File: config.mk
export PLATFORM = sky130hd
export DESIGN_NAME = fpbc_orient
export DESIGN_NICKNAME = d
export VERILOG_FILES = /design/src/fpbc_pkg.sv /design/src/fpbc_orient.sv
export SDC_FILE = /design/constraint.sdc
export NUM_CORES = 1
export LEC_CHECK = 0
export ABC_CLOCK_PERIOD_IN_PS = 2900
export BUFFER_PORTS_ARGS = -buffer_cell sky130_fd_sc_hd__buf_4
export CAP_MARGIN = 20
export CORE_AREA = 2 2 143 201
export CTS_CLUSTER_SIZE = 20
export DETAILED_ROUTE_END_ITERATION = 8
export DIE_AREA = 0 0 145 203
export PLACE_DENSITY_LB_ADDON = 0.25
export SLEW_MARGIN = 30
export SYNTH_ARGS = -nofsm -noshare
export SYNTH_HDL_FRONTEND = slang
export SYNTH_SLANG_ARGS = --single-unit
export TNS_END_PERCENT = 100
File: constraint.sdc
create_clock -name aclk -period 2.9 [get_ports aclk]
set_input_delay 0.145 -clock aclk [delete_from_list [all_inputs] [get_ports aclk]]
set_output_delay 0.145 -clock aclk [all_outputs]
set_load 0.05 [all_outputs]
File: src/fpbc_pkg.sv
package fpbc_pkg;

    localparam int COORD_BITS = 16;
    localparam int EDGE_W     = COORD_BITS + 1;
    localparam int PROD_W     = 2 * COORD_BITS + 2;
    localparam int NORMAL_W   = 2 * COORD_BITS + 3;
    localparam int TERM_W     = NORMAL_W + COORD_BITS;
    localparam int OFFSET_W   = 3 * COORD_BITS + 4;
    localparam int EVAL_W     = 3 * COORD_BITS + 6;

    localparam int S_RAW_W    = 9 * COORD_BITS;
    localparam int S_DATA_W   = ((S_RAW_W + 7) / 8) * 8;
    localparam int M_RAW_W    = 3 * NORMAL_W + OFFSET_W;
    localparam int M_DATA_W   = ((M_RAW_W + 7) / 8) * 8;
    localparam int CFG_IDX_W  = 3;

    typedef enum logic [CFG_IDX_W-1:0] {
        REG_INTERIOR_X = 3'd0,
        REG_INTERIOR_Y = 3'd1,
        REG_INTERIOR_Z = 3'd2,
        REG_CAMERA_X   = 3'd3,
        REG_CAMERA_Y   = 3'd4,
        REG_CAMERA_Z   = 3'd5,
        REG_PROJ_MODE  = 3'd6
    } cfg_index_e;

    typedef logic signed [COORD_BITS-1:0] coord_t;
    typedef logic signed [EDGE_W-1:0]     edge_t;
    typedef logic signed [PROD_W-1:0]     prod_t;
    typedef logic signed [NORMAL_W-1:0]   normal_coef_t;
    typedef logic signed [TERM_W-1:0]     term_t;
    typedef logic signed [OFFSET_W-1:0]   offset_t;
    typedef logic signed [EVAL_W-1:0]     eval_t;

    typedef struct packed {
        coord_t x;
        coord_t y;
        coord_t z;
    } vec_t;

    typedef struct packed {
        edge_t x;
        edge_t y;
        edge_t z;
    } edge_vec_t;

    typedef struct packed {
        normal_coef_t a;
        normal_coef_t b;
        normal_coef_t c;
    } normal_t;

    typedef struct packed {
        normal_coef_t a;
        normal_coef_t b;
        normal_coef_t c;
        offset_t      d;
    } plane_t;

    typedef struct packed {
        logic   flip;
        logic   visible;
        plane_t plane;
    } plane_test_t;

    typedef struct packed {
        vec_t interior;
        vec_t camera;
        logic parallel;
    } cfg_t;

endpackage

File: src/fpbc_orient.sv
module fpbc_orient import fpbc_pkg::*; (
    input  logic        aclk,
    input  logic        aresetn,
    input  logic        en,
    input  logic        in_valid,
    input  plane_test_t in_result,
    output logic        out_valid,
    output plane_t      plane,
    output logic        visible
);

    logic   valid_reg;
    plane_t plane_reg;
    logic   visible_reg;
    plane_t plane_next;

    always_comb begin
        if (in_result.flip) begin
            plane_next.a = -in_result.plane.a;
            plane_next.b = -in_result.plane.b;
            plane_next.c = -in_result.plane.c;
            plane_next.d = -in_result.plane.d;
        end else begin
            plane_next = in_result.plane;
        end
    end

    always_ff @(posedge aclk) begin
        if (!aresetn) begin
            valid_reg <= 1'b0;
        end else if (en) begin
            valid_reg <= in_valid;
        end
    end

    always_ff @(posedge aclk) begin
        if (en) begin
            plane_reg   <= plane_next;
            visible_reg <= in_result.visible;
        end
    end

    assign out_valid = valid_reg;
    assign plane     = plane_reg;
    assign visible   = visible_reg;

endmodule

# Word-level counts from Yosys, hierarchy flattened
# Index checks and enable logic that the tools add are counted.
totals:
  rom_bits: 0
  regBits: 159
  out_inout_bits: 159
  latchBits: 0
  n_memories: 0
  mem_bits_rw: 0
  word_cells: 11
  input_bits: 163
classes:
  order_cmp: 0
  n_addsub: 4
  shifts: 0
  n_bitwise: 0
  reduce_logical: 0
  div: 0
  n_mul: 0
  n_eq_ne: 0
  mux: 1
ops:
  columns: ["cell", "n"]
  rows:
  - ["157-bit 2-to-1 mux", 1]
  - ["35-bit negation", 3]
  - ["52-bit negation", 1]

# Longest topological paths before layout
# Gate-level depths: netlist of the first run.
depth:
  word_depth: 2
  depth_mapped: 8
  mapped_depth_nobuf: 7

# Worst setup path before layout of the first run
# Ideal clock, no wire load.
synth_timing:
  path_kind: "input port to flip-flop"
  start: "in in_result[1] (netlist name)"
  end: "reg plane_reg (netlist bit plane[46]), data pin"
  cell_stages: 8
  n_path_buf: 1
  setup_slack_ns: 0.802
  arrival_ns: 1.835
  t_required_ns: 2.637
  setup_ns: 0.263
  cell_sequence: "inv_1 -> ha_1 -> nor4b_1 -> nand4_1 -> or3_1 -> buf_6 -> o41ai_2 -> xnor2_1"
synth_rtl:
  columns: ["item", "line_no", "source"]
  rows:
  - ["start, declared", "fpbc_orient.sv:6", "input plane_test_t in_result,"]
  - ["end signal, assigned", "fpbc_orient.sv:38", "plane_reg <= plane_next;"]
  - ["end, declared", "fpbc_orient.sv:13", "plane_t plane_reg;"]

==> results of run 1 <==
==> logic make-up (layout without fill, tap and decap cells) <==
logic type | Yosys count | in the layout | synth area share
adders and majority gates | 4 | 4 | 0.00610
AOI/OAI and AO/OA | 117 | 117 | 0.103
DFF | 159 | 159 | 0.581
buffers and inverters | 33 | 409 | 0.0165
muxes | 1 | 1 | 0.00122
and+or+nand+nor | 194 | 194 | 0.133
xor gates and xnor gates | 149 | 149 | 0.159
==> area by class of cell <==
cell class / count / share of cell area
Sequential cell: 159 / 0.395
Tap cell: 370 / 0.0384
Timing Repair Buffer: 368 / 0.241
Inverter: 11 / 0.00342
Multi-Input combinational cell: 465 / 0.274
Clock inverter: 10 / 0.0120
Clock buffer: 20 / 0.0362
==> critical path, delay by kind of cell <==
family                     cells  cell delay (ns)
adders and majority gates      1             0.16
buffers and inverters          4             0.94
AOI/OAI and AO/OA              1             0.42
xor gates and xnor gates       1             0.11
and+or+nand+nor                3             1.03
==> per-layer routing <==
layer	wire length, um	global-route usage	share of wire
met4	734	0.0697	0.030
met3	1460	0.0485	0.061
met1	8930	0.169	0.37
met5	0	0	0
met2	13000	0.301	0.54
==> layout by cell type (no fill, tap or decap), types with 4 or more instances in the layout <==
cell type        n
nand2b_1         5
or2_2            5
nand2_1         62
or3_1           16
nor4_1           7
nor2_1          20
edfxtp_1       158
dlygate4sd3_1   39
nand3b_1         4
clkbuf_16       17
o21ai_0         44
xnor2_1        147
o41ai_2          6
bufinv_16        4
clkinv_1         4
o41ai_1         20
buf_4          325
ha_1             4
inv_1           11
o31ai_1         45
nor3_1          18
nand3_1         10
nand4_1          7
or4_1           20
==> what timing repair did <==
action                                  in CTS  in global routing
endpoints found under the setup margin       0                  0
hold buffers                                39                  0
hold endpoints to repair                    38                  0
==> per-stage QoR <==
step	setup WS (ns)	total power [mW]	std cells	area [sq um]	util
after floorplan	0.802	4.10	657	8210	-
after global placement	0.412	4.86	1334	11100	0.404
after detailed placement	0.350	4.87	1334	11100	0.404
after CTS	0.243	7.24	1403	12100	0.439
after global routing	0.0472	7.42	1403	12100	0.439
final	0.243	7.16	1403	12100	0.439
==> where the power goes <==
group          internal [mW]  switching (mW)  total (mW)
combinational          0.663            1.29        1.96
sequential              2.83          0.0710        2.90
clock                   1.42           0.890        2.31
total                   4.90            2.26        7.16
==> worst max path at each step <==
| stage | from | endpoint | slack [ns] |
|---|---|---|---|
| floorplan | in_result[1] | plane[46]$_DFFE_PP_ | 0.80 |
| global placement | in_result[1] | plane[50]$_DFFE_PP_ | 0.41 |
| detailed placement | in_result[1] | plane[50]$_DFFE_PP_ | 0.35 |
| CTS | in_result[0] | plane[50]$_DFFE_PP_ | 0.24 |
| global route | in_result[0] | plane[46]$_DFFE_PP_ | 0.05 |
| finish | in_result[0] | plane[46]$_DFFE_PP_ | 0.24 |
==> summary.md, run 1 <==
| Metric | Value |
|---|---|
| Final period utilization | 0.916 |
| Drt first pass iters | 4 |
| Yosys reg bits | 159 |
| Multi-input logic area | around 3300 sq um |
| FMAX | 376 MHz |
| Area Growth Syn to Fin | 46.9% |
| Synth warn | 0 |
| Final GP Congestion | approximately 0.8 |
| Antenna cell count | 0 |
| Hold crit path type | in -> reg |
| Via density per instance | 4.74 |
| Initial Utilization | 0.299 |
| Syn_area_per_cell | ~12 sq um |
| Count leader, synth | edfxtp_1 |
| Post-route antenna net violation count | 0 |
| Initial antenna violation count | 0 |
| Synth top cells by count | edfxtp_1 (158), xnor2_1 (147), nand2_1 (62) |
| Post-synthesis cell area | 8210 sq um |
| Post-CTS Setup Inserts | 0 |
| RSZ-0062 raised after global routing | false |
| CP peak stage delay | ~0.57 ns |
| Vias in the first global route | roughly 6.9k |
| CP Cell Sequence | dlygate4sd3_1, buf_4, inv_1, ha_1, nor4b_1, buf_4, nand4_1, or3_1, o41ai_2, xnor2_1 |
| Critical Path RT | approximately 3.1 ns |
| Die ar. | 29400 sq um |
| Outcome | complete, no violations |
| Hold Crit Endpoint | plane[39]$_DFFE_PP_ |
| Flop-to-flop setup slack | 1.76 ns |
| Ys flop type | edfxtp_1 |
| Max Fanout on Critical Path | 8 |
| Syn nets | approximately 800 |
| R2R depth | 3 |
| Pins Over Slew Limit | 0 |
| FF-to-FF End | out_valid$_SDFFE_PN0P_ |
| Root Driver | clkbuf_16 |
| Iter 0 DRT Violations | between 200 and 250 |
| Clk Latency, worst-skew pair | 0.42 ns |
| RR Startpoint | out_valid$_SDFFE_PN0P_ |
| Tightest Pin Transition | 0.586 ns |
| Min Tclk post-route | 2.66 ns |
| Hold Crit Start | in_result[39] |
| Leakage | 4.49 nW |
| Startpoint types | primary input |
| Netlist cell types | 39 |
| Number of CTS-inserted buffers | 17 |
| # IOs | approximately 320 |
| Core area | about 27000 sq um |
| Peak VDD IR | about 0.39 mV |
| PwrDens | 594 nW/um^2 |
| Register area share after synthesis | 0.581 |
| First-pass GRT wire length | between 30000 and 40000 um |
| Slew headroom | 0.606 |
| Share of layout cells above drive strength 1 | 0.362 |
| Most frequent CP cell | buf_4 |
| DRC viols | 0 |
| Hold Path Depth | 2 |
| Clk pin slew, worst setup/hold paths | approximately 0.06 ns |
| CP endpoint kind | flop |
| Largest net degree at the start of global routing | 84 |
| Final Hold Fails | 0 |
| Post-Route WL | 24100 um |
| Slowest cell on the critical path | or3_1 |
| Cells after Synth | around 660 |
| Setup_tns | 0 ns |
| CTS Buffer Depth | 2 |
| MaxCap Viol Count | 0 |
| CTS sink cnt | about 160 |
| PortBufs | ~320 |
| CTS H-tree lvls | 4 |
| Drt wl/cell | 17.2 um |
| Endpoints failing setup | 0 |
| Critical path type | in -> reg |
| Arr. time, crit path | approximately 2.8 ns |
| Number of fill cells | about 2.6k |
| Skew final | 0 ns |
| Final-stage net count | 1189 |
| GR Overflow Total | 0 |
| Hpwl dp | ~18000 um |
| FF/Latch Area | 4760 sq um |
| Area fraction of the dominant cell type after synthesis | 0.578 |
| Die X | about 150 um |
| Vias | around 6.7k |
| Number of synthesized flops with an enable pin | 158 |
| Largest register FFs | about 160 |
| Die Y | 203 um |
| Area contributors post-synth | edfxtp_1 (58%), xnor2_1 (16%), o31ai_1 (4.1%) |
| CTS tree | yes |
| All-Layer GR Usage | 0.162 |
| PostCTS Resize Cnt | 0 |
| Largest area contributor in the netlist | edfxtp_1 |
| Row count | between 70 and 80 |
| Async SR Flop Fraction | 0 |
| Hold slack | 0.0217 ns |
No activity file was read; power rests on OpenSTA's default activity.
==> run 2: changes to the inputs <==
==> constraint.sdc (replaced) <==
create_clock -name aclk -period 2.9 [get_ports aclk]
set_input_delay 0.58 -clock aclk [delete_from_list [all_inputs] [get_ports aclk]]
set_output_delay 0.58 -clock aclk [all_outputs]
set_load 0.05 [all_outputs]
==> run 2 against run 1 <==
Compared with the run above: total power is 0.97% lower; critical path type unchanged; count of clock-buffer cells in the layout is 3 lower; worst hold slack better by 0.32 ns; combinational power is 3% lower; setup slack better by 0.081 ns; global-route usage is 0.37 points lower; non-clock buffer count is 33 lower; clock skew stayed put; die area stayed put; clock power hardly changed; wire length is 1.8% lower; fmax is 3.1% higher.
==> summary.md, run 2 (synthesis results as in run 1) <==
| Metric | Value |
|---|---|
| Min Tclk post-route | about 2.6 ns |
| Uppermost layer routed | met4 |
| Setup_tns | 0 ns |
| Drt first pass iters | 4 |
| Initial Utilization | 0.299 |
| GR Overflow Total | 0 |
| Post-route antenna net violation count | 0 |
| Pins Over Slew Limit | 0 |
| Max Fanout on Critical Path | 8 |
| Row count | a little over 70 |
| Final period utilization | 0.888 |
| Hold Path Depth | 1 |
| Largest register FFs | ~160 |
| Via density per instance | 4.76 |
| Hpwl dp | ~18000 um |
| PwrDens | 604 nW/um^2 |
| CTS sink cnt | 159 |
| CP endpoint kind | flop |
| Startpoint types | primary input |
| Drt wl/cell | around 17 um |
| Final Hold Fails | 0 |
| All-Layer GR Usage | 0.158 |
| Flop-to-flop setup slack | 2.32 ns |
| MaxCap Viol Count | 0 |
| Fin util | 0.427 |
| First-pass GRT wire length | 36200 um |
| Gate power share | 0.270 |
| Clock power frac | 0.322 |
| Clk Latency, worst-skew pair | between 0.4 and 0.5 ns |
| Switching Fraction | 0.322 |
| Hold Crit Start | in_result[157] |
| Placed Area | 11100 sq um |
| Largest net degree at the start of global routing | 78 |
| DRC viols | 0 |
| Vias in the first global route | 6644 |
| Hold Crit Endpoint | visible$_DFFE_PP_ |
| WL met3 | about 1600 um |
| Slew headroom | 0.629 |
| Tightest Pin Transition | about 0.55 ns |
| Iter 0 DRT Violations | about 250 |
| Post-Route WL | between 20000 and 25000 um |
| CTS H-tree lvls | 4 |
| Hold crit path type | in -> reg |
| RR Startpoint | out_valid$_SDFFE_PN0P_ |
| Number of CTS-inserted buffers | 17 |
| Antenna cell count | 0 |
| Leakage | between 4 and 5 nW |
| CTS tree | yes |
| PostCTS Resize Cnt | 0 |
| RSZ-0062 raised after global routing | false |
| Skew final | 0 ns |
| CP Cell Sequence | buf_4, inv_1, ha_1, nor4b_1, buf_4, nand4_1, or3_1, o41ai_2, xnor2_1 |
| Arr. time, crit path | between 2 and 3 ns |
| Design Area, Final | about 12000 sq um |
| Pint | between 4 and 5 mW |
| Slowest cell on the critical path | or3_1 |
| Endpoints failing setup | 0 |
| Sw Pwr | approximately 2.3 mW |
| Most frequent CP cell | buf_4 |
| Peak VDD IR | ~0.39 mV |
| Initial antenna violation count | 0 |
| CP peak stage delay | between 0.5 and 0.6 ns |
| Clk pin slew, worst setup/hold paths | 0.06 ns |
| Outcome | complete, no violations |
| Core area | ~27000 sq um |
| Hold slack | about 0.34 ns |
| Die ar. | between 20000 and 30000 sq um |
| Die Y | about 200 um |
| Root Driver | clkbuf_16 |
| Post-CTS Setup Inserts | 0 |
| PortBufs | approximately 320 |
| FMAX | approximately 390 MHz |
| Critical path type | in -> reg |
| Area Growth Syn to Fin | 43.1% |
| Hold-fix buffers, CTS | 0 |
| FF-to-FF End | out_valid$_SDFFE_PN0P_ |
| Critical Path RT | between 3 and 4 ns |
| WL met1 | between 8000 and 9000 um |
| Share of layout cells above drive strength 1 | 0.386 |
| Most frequent cells in the layout | buf_4 (330), edfxtp_1 (158), xnor2_1 (147), nand2_1 (62), o31ai_1 (45) |
| Vias | around 6.5k |
| Final-stage net count | ~1.2k |
| Die X | approximately 150 um |
| CTS Buffer Depth | 2 |
| R2R depth | 2 |
| Met2 wire length | roughly 13000 um |
| Number of fill cells | approximately 2.7k |
| Reg power frac | 0.408 |
| Most common cell after layout, fill and taps aside | buf_4 |
| # IOs | between 300 and 400 |
| Final GP Congestion | 0.838 |
run 2: cell count changes in the layout (fill, tap and decap cells not counted), sizes merged:
| cell | change |
|---|---|
| bufinv | -1 |
| dlygate4sd3 | -39 |
| clkbuf | -3 |
| buf | +6 |
| inv | +1 |
| clkinvlp | +3 |
| clkinv | +2 |
run 2: final cells by class:
type                            instances  area [sq um]  area share
Sequential cell                       159          4760       0.406
Clock buffer                           17           425      0.0362
Tap cell                              370           463      0.0394
Timing Repair Buffer                  335          2570       0.219
Multi-Input combinational cell        465          3310       0.282
Inverter                               11          41.3     0.00352
Clock inverter                         15           170      0.0145
run 2: worst max path at each step:
stage	startpoint	to	cells past startpoint
after global routing	in_result[1]	plane[50]$_DFFE_PP_	9
after detailed placement	in_result[1]	plane[50]$_DFFE_PP_	9
after global placement	in_result[1]	plane[50]$_DFFE_PP_	9
final	in_result[1]	plane[46]$_DFFE_PP_	9
after floorplan	in_result[1]	plane[46]$_DFFE_PP_	8
after CTS	in_result[1]	plane[50]$_DFFE_PP_	9
run 2: stage by stage:
stage / cells / power, mW / setup slack [ns]
2_1_floorplan: 657 / 4.10 / 0.367
3_3_place_gp: 1340 / 4.87 / -0.0948
3_5_place_dp: 1340 / 4.87 / -0.123
4_1_cts: 1372 / 7.19 / 0.345
5_1_grt: 1372 / 7.37 / 0.154
6_report: 1372 / 7.09 / 0.323
run 2: per-layer routing:
metal | vias to the layer above | global-route usage
li1 | 3162 | -
met1 | 3126 | 0.163
met2 | 210 | 0.293
met3 | 39 | 0.0510
met4 | 0 | 0.0704
met5 | - | 0
run 2: worst max-delay path: cells and delay by family:
kind / cells / cell delay, ns
AND/OR/NAND/NOR: 3 / 1.08
adder cells (fa/ha/maj): 1 / 0.18
XOR/XNOR: 1 / 0.10
buffers and inverters: 3 / 0.38
AO/OA/AOI/OAI: 1 / 0.42
run 2: power by group through the flow:
| stage | Clock [mW] | Sequential (mW) | Combinational, mW |
|---|---|---|---|
| final | 2.28 | 2.89 | 1.91 |
| after global routing | 2.45 | 2.92 | 2.00 |
| after CTS | 2.36 | 2.90 | 1.93 |
| after detailed placement | 0 | 2.94 | 1.93 |
| after global placement | 0 | 2.95 | 1.92 |
| after floorplan | 0 | 3.78 | 0.315 |
